<file path="src/hw/rtl/xsfb_pkg.sv">
// Shared types, constants and modulo tables for the XOR sprite framebuffer.
`default_nettype none

package xsfb_pkg;

	localparam int SCREEN_WIDTH  = 64;
	localparam int SCREEN_HEIGHT = 32;

	localparam int COL_W      = $clog2(SCREEN_WIDTH);
	localparam int LINE_W     = $clog2(SCREEN_HEIGHT);
	localparam int SPRITE_W   = 8;
	localparam int ROW_BITS_W = 64;
	localparam int TAB_DEPTH  = 256;

	localparam logic [COL_W:0]  WIDTH_EXT  = (COL_W + 1)'(SCREEN_WIDTH);
	localparam logic [LINE_W:0] HEIGHT_EXT = (LINE_W + 1)'(SCREEN_HEIGHT);

	typedef enum logic [1:0] {
		FUNC_CLEAR = 2'd0,
		FUNC_DRAW  = 2'd1,
		FUNC_READ  = 2'd2,
		FUNC_ACK   = 2'd3
	} func_t;

	typedef logic [LINE_W-1:0]       line_t;
	typedef logic [COL_W-1:0]        col_t;
	typedef logic [SCREEN_WIDTH-1:0] pix_row_t;

	typedef struct packed {
		func_t      func;
		logic [7:0] x_pos;
		logic [7:0] y_pos;
		logic [3:0] row_index;
		logic [7:0] spr_bits;
		logic [4:0] read_line;
	} in_word_t;

	typedef struct packed {
		logic                  collision;
		logic [ROW_BITS_W-1:0] row_bits;
		logic                  frame_dirty;
	} out_word_t;

	// control between sequencer and row memory
	typedef struct packed {
		logic  rd_en;
		line_t rd_addr;
		logic  wr_en;
		line_t wr_addr;
		logic  clr;
	} mem_ctl_t;

	typedef line_t line_tab_t [TAB_DEPTH];
	typedef col_t  col_tab_t  [TAB_DEPTH];

	function automatic line_tab_t build_line_tab();
		line_tab_t tab;
		for (int i = 0; i < TAB_DEPTH; i++) begin
			tab[i] = LINE_W'(i % SCREEN_HEIGHT);
		end
		return tab;
	endfunction

	function automatic col_tab_t build_col_tab();
		col_tab_t tab;
		for (int i = 0; i < TAB_DEPTH; i++) begin
			tab[i] = COL_W'(i % SCREEN_WIDTH);
		end
		return tab;
	endfunction

	// v mod height / v mod width for 8-bit v
	localparam line_tab_t LINE_MOD_TAB = build_line_tab();
	localparam col_tab_t  COL_MOD_TAB  = build_col_tab();

endpackage

`default_nettype wire

</file>
<file path="src/hw/rtl/xor_sprite_framebuffer_unit.sv">
// Top level of the XOR sprite framebuffer: sequencer, flags and result register.
// Flow: an accepted request word waits in stage 1 for the row memory read and
//   write-back of its line, then moves on to the result register; a full result
//   register that is stalled holds it there. One item in stage 1 at a time.
// Reset: asynchronous; flags and per-line valid bits clear at once, so the whole
//   frame reads as off immediately, with no clearing pass.
`default_nettype none

module xor_sprite_framebuffer_unit (
	input  wire                  clk,
	input  wire                  arst_n,
	input  wire                  req_valid,
	output logic                 req_stall,
	input  xsfb_pkg::in_word_t   req,
	output logic                 rsp_valid,
	input  wire                  rsp_stall,
	output xsfb_pkg::out_word_t  rsp
);
	import xsfb_pkg::*;

	// stage 1 holds the accepted word while its line comes back from memory
	logic      valid_s1;
	in_word_t  item_s1;
	line_t     line_s1;
	pix_row_t  mask_s1;

	logic      coll_q;
	logic      dirty_q;
	logic      rsp_valid_q;
	out_word_t rsp_q;

	logic      accept;
	logic      done;
	line_t     calc_line;
	pix_row_t  calc_mask;
	mem_ctl_t  mem_ctl;
	pix_row_t  old_row;
	pix_row_t  new_row;
	logic      hit;
	logic      coll_next;
	logic      dirty_next;
	out_word_t rsp_next;

	// one word at a time: the row memory is busy for the read-modify-write
	assign req_stall = valid_s1;
	assign accept    = req_valid && !valid_s1;
	// finish once the result register is free or being emptied this cycle
	assign done      = valid_s1 && (!rsp_valid_q || !rsp_stall);

	xsfb_draw_calc u_calc (
		.word (req),
		.line (calc_line),
		.mask (calc_mask)
	);

	// read on accept, write back (or clear) on completion; never both at once
	always_comb begin
		mem_ctl.rd_en   = accept;
		mem_ctl.rd_addr = calc_line;
		mem_ctl.wr_en   = done && (item_s1.func == FUNC_DRAW);
		mem_ctl.wr_addr = line_s1;
		mem_ctl.clr     = done && (item_s1.func == FUNC_CLEAR);
	end

	xsfb_line_mem u_mem (
		.clk     (clk),
		.arst_n  (arst_n),
		.ctl     (mem_ctl),
		.wr_data (new_row),
		.rd_data (old_row)
	);

	// XOR the sprite in; any lit pixel switched off is a collision
	assign new_row = old_row ^ mask_s1;
	assign hit     = |(old_row & mask_s1);

	always_comb begin
		coll_next  = coll_q;
		dirty_next = dirty_q;
		rsp_next   = '0;
		unique case (item_s1.func)
			FUNC_CLEAR: begin
				dirty_next = 1'b1;
			end
			FUNC_DRAW: begin
				// row 0 opens a new sprite, so the flag restarts
				coll_next         = ((item_s1.row_index != 4'd0) && coll_q) || hit;
				dirty_next        = 1'b1;
				rsp_next.row_bits = ROW_BITS_W'(new_row);
			end
			FUNC_READ: begin
				rsp_next.row_bits = ROW_BITS_W'(old_row);
			end
			FUNC_ACK: begin
				dirty_next = 1'b0;
			end
			default: begin
				dirty_next = dirty_q;
			end
		endcase
		rsp_next.collision   = coll_next;
		rsp_next.frame_dirty = dirty_next;
	end

	always_ff @(posedge clk or negedge arst_n) begin
		if (!arst_n) begin
			valid_s1    <= 1'b0;
			coll_q      <= 1'b0;
			dirty_q     <= 1'b0;
			rsp_valid_q <= 1'b0;
		end else begin
			if (accept) begin
				valid_s1 <= 1'b1;
			end else if (done) begin
				valid_s1 <= 1'b0;
			end
			if (done) begin
				coll_q      <= coll_next;
				dirty_q     <= dirty_next;
				rsp_valid_q <= 1'b1;
			end else if (!rsp_stall) begin
				rsp_valid_q <= 1'b0;
			end
		end
	end

	// payload registers
	always_ff @(posedge clk) begin
		if (accept) begin
			item_s1 <= req;
			line_s1 <= calc_line;
			mask_s1 <= calc_mask;
		end
		if (done) begin
			rsp_q <= rsp_next;
		end
	end

	assign rsp_valid = rsp_valid_q;
	assign rsp       = rsp_q;

	// read of a new word never overlaps write-back of the previous one
	a_no_rw_overlap : assert property (@(posedge clk) disable iff (!arst_n)
		mem_ctl.rd_en |-> !(mem_ctl.wr_en || mem_ctl.clr))
		else $error("row memory read overlaps write-back");

	// an acknowledge leaves the frame clean in its result
	a_ack_clears_dirty : assert property (@(posedge clk) disable iff (!arst_n)
		(done && (item_s1.func == FUNC_ACK)) |=> (rsp_valid && !rsp.frame_dirty))
		else $error("acknowledge did not clear dirty flag");

	// a draw always marks the frame dirty
	a_draw_sets_dirty : assert property (@(posedge clk) disable iff (!arst_n)
		(done && (item_s1.func == FUNC_DRAW)) |=> (rsp_valid && rsp.frame_dirty && dirty_q))
		else $error("draw did not set dirty flag");

endmodule

`default_nettype wire

</file>
<file path="src/hw/rtl/xsfb_line_mem.sv">
// Row memory of the framebuffer with per-line valid bits, so a clear needs no pass over the lines.
`default_nettype none

module xsfb_line_mem (
	input  wire                     clk,
	input  wire                     arst_n,
	input  xsfb_pkg::mem_ctl_t      ctl,
	input  xsfb_pkg::pix_row_t      wr_data,
	output xsfb_pkg::pix_row_t      rd_data
);
	import xsfb_pkg::*;

	pix_row_t                 mem_q [SCREEN_HEIGHT];
	logic [SCREEN_HEIGHT-1:0] valid_q;
	pix_row_t                 rd_data_q;
	logic                     rd_valid_q;

	always_ff @(posedge clk) begin
		if (ctl.wr_en) begin
			mem_q[ctl.wr_addr] <= wr_data;
		end
		if (ctl.rd_en) begin
			rd_data_q <= mem_q[ctl.rd_addr];
		end
	end

	always_ff @(posedge clk or negedge arst_n) begin
		if (!arst_n) begin
			valid_q    <= '0;
			rd_valid_q <= 1'b0;
		end else begin
			if (ctl.clr) begin
				valid_q <= '0;
			end else if (ctl.wr_en) begin
				valid_q[ctl.wr_addr] <= 1'b1;
			end
			if (ctl.rd_en) begin
				rd_valid_q <= valid_q[ctl.rd_addr];
			end
		end
	end

	// unwritten or cleared lines read as all pixels off
	assign rd_data = rd_valid_q ? rd_data_q : '0;

endmodule

`default_nettype wire

</file>
<file path="src/hw/rtl/xsfb_draw_calc.sv">
// Line address and column toggle mask for one incoming word.
`default_nettype none

module xsfb_draw_calc (
	input  xsfb_pkg::in_word_t word,
	output xsfb_pkg::line_t    line,
	output xsfb_pkg::pix_row_t mask
);
	import xsfb_pkg::*;

	line_t       y_mod;
	line_t       r_mod;
	logic [LINE_W:0] line_sum;
	line_t       draw_line;
	col_t        x_mod;

	assign y_mod    = LINE_MOD_TAB[word.y_pos];
	assign r_mod    = LINE_MOD_TAB[8'(word.row_index)];
	assign line_sum = {1'b0, y_mod} + {1'b0, r_mod};

	always_comb begin
		if (line_sum >= HEIGHT_EXT) begin
			draw_line = LINE_W'(line_sum - HEIGHT_EXT);
		end else begin
			draw_line = LINE_W'(line_sum);
		end
	end

	assign line = (word.func == FUNC_READ) ? LINE_MOD_TAB[8'(word.read_line)] : draw_line;

	assign x_mod = COL_MOD_TAB[word.x_pos];

	// bit 7 of the sprite lands on column x, bit 0 on x+7, each wrapped
	always_comb begin
		logic [COL_W:0] pos;
		mask = '0;
		for (int c = 0; c < SPRITE_W; c++) begin
			pos = {1'b0, x_mod} + (COL_W + 1)'(c);
			if (pos >= WIDTH_EXT) begin
				pos = pos - WIDTH_EXT;
			end
			if (word.spr_bits[SPRITE_W-1-c]) begin
				mask[pos[COL_W-1:0]] = 1'b1;
			end
		end
	end

endmodule

`default_nettype wire

</file>
<file path="config.mk">
export PLATFORM = sky130hd
export DESIGN_NAME = xor_sprite_framebuffer_unit
export DESIGN_NICKNAME = d
export VERILOG_FILES = /design/src/hw/rtl/xsfb_pkg.sv /design/src/hw/rtl/xor_sprite_framebuffer_unit.sv /design/src/hw/rtl/xsfb_line_mem.sv /design/src/hw/rtl/xsfb_draw_calc.sv
export SDC_FILE = /design/constraint.sdc
export NUM_CORES = 2
export LEC_CHECK = 0
export BUFFER_PORTS_ARGS = -buffer_cell sky130_fd_sc_hd__buf_2
export CAP_MARGIN = 10
export CORE_ASPECT_RATIO = 2
export CORE_UTILIZATION = 57
export CTS_CLUSTER_DIAMETER = 120
export DETAILED_ROUTE_END_ITERATION = 8
export PLACE_DENSITY_LB_ADDON = 0.08
export SYNTH_ARGS = -nofsm -noshare
export SYNTH_HDL_FRONTEND = slang
export SYNTH_SLANG_ARGS = --single-unit
</file>
<file path="constraint.sdc">
create_clock -name clk -period 7.65 [get_ports clk]
set_input_delay 2.295 -clock clk [delete_from_list [all_inputs] [get_ports clk]]
set_output_delay 2.295 -clock clk [all_outputs]
set_load 0.01 [all_outputs]
</file>
[Yosys cells after proc, flatten, opt, wreduce, memory -nomap -nowiden]
Memories as Yosys holds them, arrays and structs flattened. A register that Yosys moved wholly into a read port is not among the register bits.
Cells that the tools add are included.
W data, S select, Z words.
Storage, ports and cells
  flip-flop bits (word level): 178
  memory bits (read-only): 5376
  output and inout port bits: 68
  RAM bits: 2048
  logic and storage cells: 169
  memories: 5
Memory list
  u_mem.mem_q: words 32, width 64, read ports 1, clocked after Yosys merged registers in 1, wr ports 1, RTL line xsfb_line_mem.sv:13  | pix_row_t mem_q [SCREEN_HEIGHT];
  (name not given): words 256, width 6, read ports 1, clocked after Yosys merged registers in 0, wr ports 0, RTL line xsfb_draw_calc.sv:31  | assign x_mod = COL_MOD_TAB[word.x_pos];
  (name not given): words 256, width 5, read ports 1, clocked after Yosys merged registers in 0, wr ports 0, RTL line xsfb_draw_calc.sv:18  | assign r_mod = LINE_MOD_TAB[8'(word.row_index)];
  (name not given): words 256, width 5, read ports 1, clocked after Yosys merged registers in 0, wr ports 0, RTL line xsfb_draw_calc.sv:29  | assign line = (word.func == FUNC_READ) ? LINE_MOD_TAB[8'(word.read_line)] : draw_line;
  (name not given): words 256, width 5, read ports 1, clocked after Yosys merged registers in 0, wr ports 0, RTL line xsfb_draw_calc.sv:17  | assign y_mod = LINE_MOD_TAB[word.y_pos];
Cells by class
  order comparisons: 32
  eq/ne operators: 5
  add/sub/neg operators: 17
  multiplexer cells: 58
  bitwise logic cells: 14
  reductions and logical operators: 25
Operators with widths (count)
  $mux W64: 9
  $or A64 B64 Y64: 7
  $pmux W64 S2: 1
  $and A64 B64 Y64: 1
  $mux W32: 2
  $reduce_or A64 Y1: 1
  $xor A64 B64 Y64: 1
  $mux W6: 10
  $lt A6 B7 Y1 const B: 8
  $ge A7 B7 Y1 const B: 7
  $demux W1 S6: 8
  $ge A6 B1 Y1 const B: 8
  $sub A6 B1 Y6 const B: 8
  $mux W5: 8
  $ge A9 B9 Y1 const B: 4
  $or A32 B32 Y32: 1
  $add A6 B3 Y7 const B: 4
  $not A8 Y9: 2
  $mux W1: 17
  $add A6 B2 Y7 const B: 2
  $logic_and A1 B1 Y1: 14
  $lt A5 B6 Y1 const B: 2
  $not A4 Y9: 1
  $not A5 Y9: 1
  other kinds (18): 24

[Longest topological paths before layout]
  depth after elaboration: 25
  mapped depth: 13
  depth with buffers taken out: 9

[Cells and area by module]
Synthesis repeated with hierarchy kept, for this count alone.
Unflattened totals
  cells, all modules: 4559
  area, all modules: 93228.2 um^2
Modules (own cells, without submodules)
  xsfb_line_mem: seq. area each 64246.6 um^2, area an instance 81474.4 um^2, instances 1, cells an instance 3303
  xor_sprite_framebuffer_unit: seq. area each 4334.2 um^2, area an instance 6403.6 um^2, instances 1, cells an instance 403
  xsfb_draw_calc: seq. area each 0.0 um^2, area an instance 5350.1 um^2, instances 1, cells an instance 853

[Worst setup path after synthesis]
OpenSTA, ideal clock, no wires.
  path type: input to register
  from: input port rsp_stall
  to: memory u_mem.mem_q[17][0] (netlist name), enable pin
  library setup time: 0.581 ns
  required time: 7.069 ns
  data arrival time: 8.083 ns
  setup slack: -1.013 ns
  path buffers: 0
  cell stages on the path: 4
  path through: a21boi_2 -> nand2_1 -> or4b_2 -> nor3b_1
On the way
  longest elaborated chain between the ends: 6
Ends and longest elaborated chain
  from (decl): RTL line xor_sprite_framebuffer_unit.sv:16  | input wire rsp_stall,
  $logic_not A1 Y1
  $logic_or A1 B1 Y1: RTL line xor_sprite_framebuffer_unit.sv:48  | assign done = valid_s1 && (!rsp_valid_q || !rsp_stall);
  $logic_and A1 B1 Y1: RTL line xor_sprite_framebuffer_unit.sv:48
  $logic_and A1 B1 Y1: RTL line xor_sprite_framebuffer_unit.sv:60  | mem_ctl.wr_en = done && (item_s1.func == FUNC_DRAW);
  $mux W1: RTL line xsfb_line_mem.sv:19  | if (ctl.wr_en) begin
  $mux W1 (not written as such): RTL line xsfb_line_mem.sv:20  | mem_q[ctl.wr_addr] <= wr_data;
  to (decl): RTL line xsfb_line_mem.sv:13
No other way between the ends.

[Worst setup path after layout]
  from: input port req[13] (netlist name)
  to: register u_mem.rd_data_q[43], read port of u_mem.mem_q (data pin)
On the way
  longest elaborated chain between the ends: 8
Ends and longest elaborated chain
  from (decl): RTL line xor_sprite_framebuffer_unit.sv:14  | input xsfb_pkg::in_word_t req,
  $not A4 Y9 (not written as such) (*): RTL line xsfb_draw_calc.sv:18
  $mem_v2 Z256 W5 (*)
  $mux W5 (not written as such) (*) (2 in series): RTL line xsfb_draw_calc.sv:18
  $add A5 B5 Y6 (*): RTL line xsfb_draw_calc.sv:19  | assign line_sum = {1'b0, y_mod} + {1'b0, r_mod};
  $sub A5 B1 Y5 or $ge A6 B6 Y1 (tied branches): RTL line xsfb_draw_calc.sv:23, xsfb_draw_calc.sv:22
  $mux W5 (*): RTL line xsfb_draw_calc.sv:22  | if (line_sum >= HEIGHT_EXT) begin
  $mux W5 (*): RTL line xsfb_draw_calc.sv:29
  to (decl): RTL line xsfb_line_mem.sv:15  | pix_row_t rd_data_q;
Every way passes the cells marked *; elsewhere a longest branch is shown, timed or not. The select of a mux whose other input is x is not followed.
A chain may end at the register's enable or synchronous reset.

==> results.md <==
* Worst slew pin tran at 1430 ps
* Iter 0 DRT Violations at 8312
* Fin area at 105000 um^2
* Die Ht at 582 um
* Cell count after placement at 8669
* Synth cell types at 78
* Crit start category: input pin
* Yosys warnings at 0
* Area of the multi-input gates at 25100 um^2
* Post-DP HPWL at 191000 um
* Hold Violations, Final at 0
* Antenna-violating nets left at 0
* Most frequent cells in the layout: edfxtp_1, nand2_1, mux2i_1
* Final min period at 5510 ps
* Top cell type's share of synthesized area at 70.5%
* HP Class: reg -> reg
* Post-CTS setup buffer count at 0
* Routed via count at 63200
* Fin. max-slew vios at 0
* Hold endpoint: u_mem.valid_q[31]$_DFFE_PN0P_
* CP bufs+invs at 3
* Crit path max-delay family: compound AO/OA/AOI/OAI gates
* Reg2reg end: u_mem.mem_q[7][44]$_DFFE_PP_
* I/O pin count at 107
* CP max-delay cell: nor2_4
* Layout Utilization at 63.2%
* Hold_ws at 500 ps
* Register Area at 68600 um^2
* Critical R2R Launch: rsp_valid$_DFFE_PN0P_
* Syn_area_per_cell at 14.3 um^2
* Drt wl/cell at 36.9 um
* Final std cells w/o fill at 9026
* Core area at 167000 um^2
* Syn Nets at 6828
* Post-Syn Area at 95900 um^2
* Sequential-to-total area share from yosys stat at 71.5%
* WL final at 334000 um
* Nets at 6842
* Worst VDD drop at 0.374 mV
* Clock Pin Slew Worst Setup and Hold Paths at 60 ps
* Worst hold path startpoint: u_mem.valid_q[31]$_DFFE_PN0P_
* LEAKAGE at 35.7 nW
* FMAX at 182 MHz
* Total CTS buffers at 195
* Final setup vio count at 0
* Fraction of registers with async set/reset at 1.62%
* Cell taking the most area after synthesis: edfxtp_1
* Hold-fix buffers, CTS at 0
* Largest net degree at the start of global routing at 144
* Drt via density at 7.00
* Die width at 292 um
* First-pass GRT wire length at 460000 um
* Grt ovf at 0
* Sink Count at 2290
* Clock Path Buffers at 4
* Critical Path End Type: flop
* Post-route DRC at 0
* WP data arrival at 6050 ps
* Max cap viols at 0
* Status: finished, final reports clean
* Vias in the first global route at 61400
* CP max stage delay at 800 ps
* Filler cells at 12200
* FF-to-FF path depth at 4
* Post-Route Setup TNS at 0 ps
* Yosys reg bits at 2290
* Initial antenna violation count at 21
* FP Rows at 212
* Gp weighted congestion at 1.00
* Overall routing resource usage at 38.9%
* Synth area leaders: edfxtp_1, mux2i_1, nand2_1
* Max-slew headroom at 4.54%
* Crit-path cells: buf_2 > ha_4 > fa_1 > a21oi_4 > inv_8 > nor2_4 > buf_4 > a32oi_1 > a31oi_1 > a2111oi_2
* Synth-to-Final Area Change at 9.94%
* Synthesized instance count at 6712
* R2R Setup Slk at 3510 ps
* Fin crit share at 72.0%
* EDFF count, synth at 2253
* Most common cell after layout, fill and taps aside: edfxtp_1
* Post-Place Cell Area at 99500 um^2
* Initial Util at 57.5%
* Worst hold stages at 2
* CTS tree: yes
* Post-CTS resize count at 0
* Top_reg_cell synth: edfxtp_1
* RSZ-0062 raised after global routing: false
* WS Path Type: in -> reg
* Root Buffer: clkbuf_16
* Clk Latency, worst-skew pair at 860 ps
* H-Tree Depth at 4
* Data required, critical path at 8190 ps
* Final setup skew at 53.3 ps
* Full die area at 170000 um^2
* Fraction of layout cells with a size suffix above 1 at 9.88%
* Crit-path max FO at 89
* P per Cell Area at 304 nW/um^2
* I/O Buffers at 101
* First-pass DRT Iterations at 6
stage by stage:
step	setup WS [ps]	total power (W)
detailed placement	1450	0.0225
global route	2180	0.0328
CTS	2310	0.0320
floorplan	1090	0.0199
global placement	1450	0.0224
finish	2140	0.0321
cell usage after synthesis, types with 73 or more instances:
cell type  count
a211oi_1     292
a21oi_1      226
a221oi_1     192
a22oi_1       86
and2_1        73
buf_2        138
clkbuf_1     224
edfxtp_1    2253
ha_1          76
inv_1        147
mux2i_1      517
nand2_1      968
nand3_1      324
nor2_1       211
nor2b_1       73
nor3_1        74
o22ai_1       87
cell families after synthesis:
| logic type | synth area share, % |
|---|---|
| multiplexers | 5.45 |
| flip-flops | 71.5 |
| XOR/XNOR | 0.210 |
| AO/OA/AOI/OAI | 10.7 |
| AND/OR/NAND/NOR | 8.36 |
| adder cells (fa/ha/maj) | 1.01 |
| buffers and inverters | 2.79 |
cell type report:
| cell class | count | area share, % |
|---|---|---|
| flip-flops and latches | 2290 | 65.0 |
| repair buffers | 281 | 2.35 |
| well taps | 2140 | 2.54 |
| multi-input cells | 3807 | 23.8 |
| inverters | 151 | 0.563 |
| diodes | 15 | 0.0356 |
| clock buffers | 244 | 4.82 |
| clock inverters | 98 | 0.843 |
where the power goes:
group	total [W]	switching, W	internal (W)
registers	0.0162	0.000244	0.0160
logic	0.00618	0.00475	0.00143
clock network	0.00966	0.00444	0.00522
total	0.0321	0.00944	0.0226
sequential cells by signal (all words and copies together) (netlist names):
register and cells:
dirty_q 1, u_mem.mem_q 2048, u_mem.valid_q 32, u_mem.rd_valid_q 1
item_s1 6, line_s1 5, coll_q 1, rsp 66
mask_s1 64, u_mem.rd_data_q 64, rsp_valid 1, req_stall 1
routing by layer:
metal	track usage [%]	vias to the layer above	wire length, um
met5	0	-	56
met4	27.3	8	27000
met3	5.92	1091	30100
met2	64.9	4057	164000
met1	46.3	32000	113000
li1	-	26000	-
how the worst max path moves through the flow:
stage,cells past startpoint,start,to,slack [ps]
2_1_floorplan,4,rsp_stall,u_mem.mem_q[19][0]$_DFFE_PP_,1090
3_3_place_gp,10,req[13],u_mem.rd_data_q[43]$_DFFE_PP_,1450
3_5_place_dp,10,req[13],u_mem.rd_data_q[43]$_DFFE_PP_,1450
4_1_cts,10,req[13],u_mem.rd_data_q[14]$_DFFE_PP_,2310
5_1_grt,10,req[13],u_mem.rd_data_q[43]$_DFFE_PP_,2180
6_report,10,req[13],u_mem.rd_data_q[43]$_DFFE_PP_,2140
worst min-delay path, stage by stage, from the launching register on:
cell and delay, ps:
dfrtp_1 350, nor2_1 50, nor2_1 70
Power figures use the tool's default switching activity.
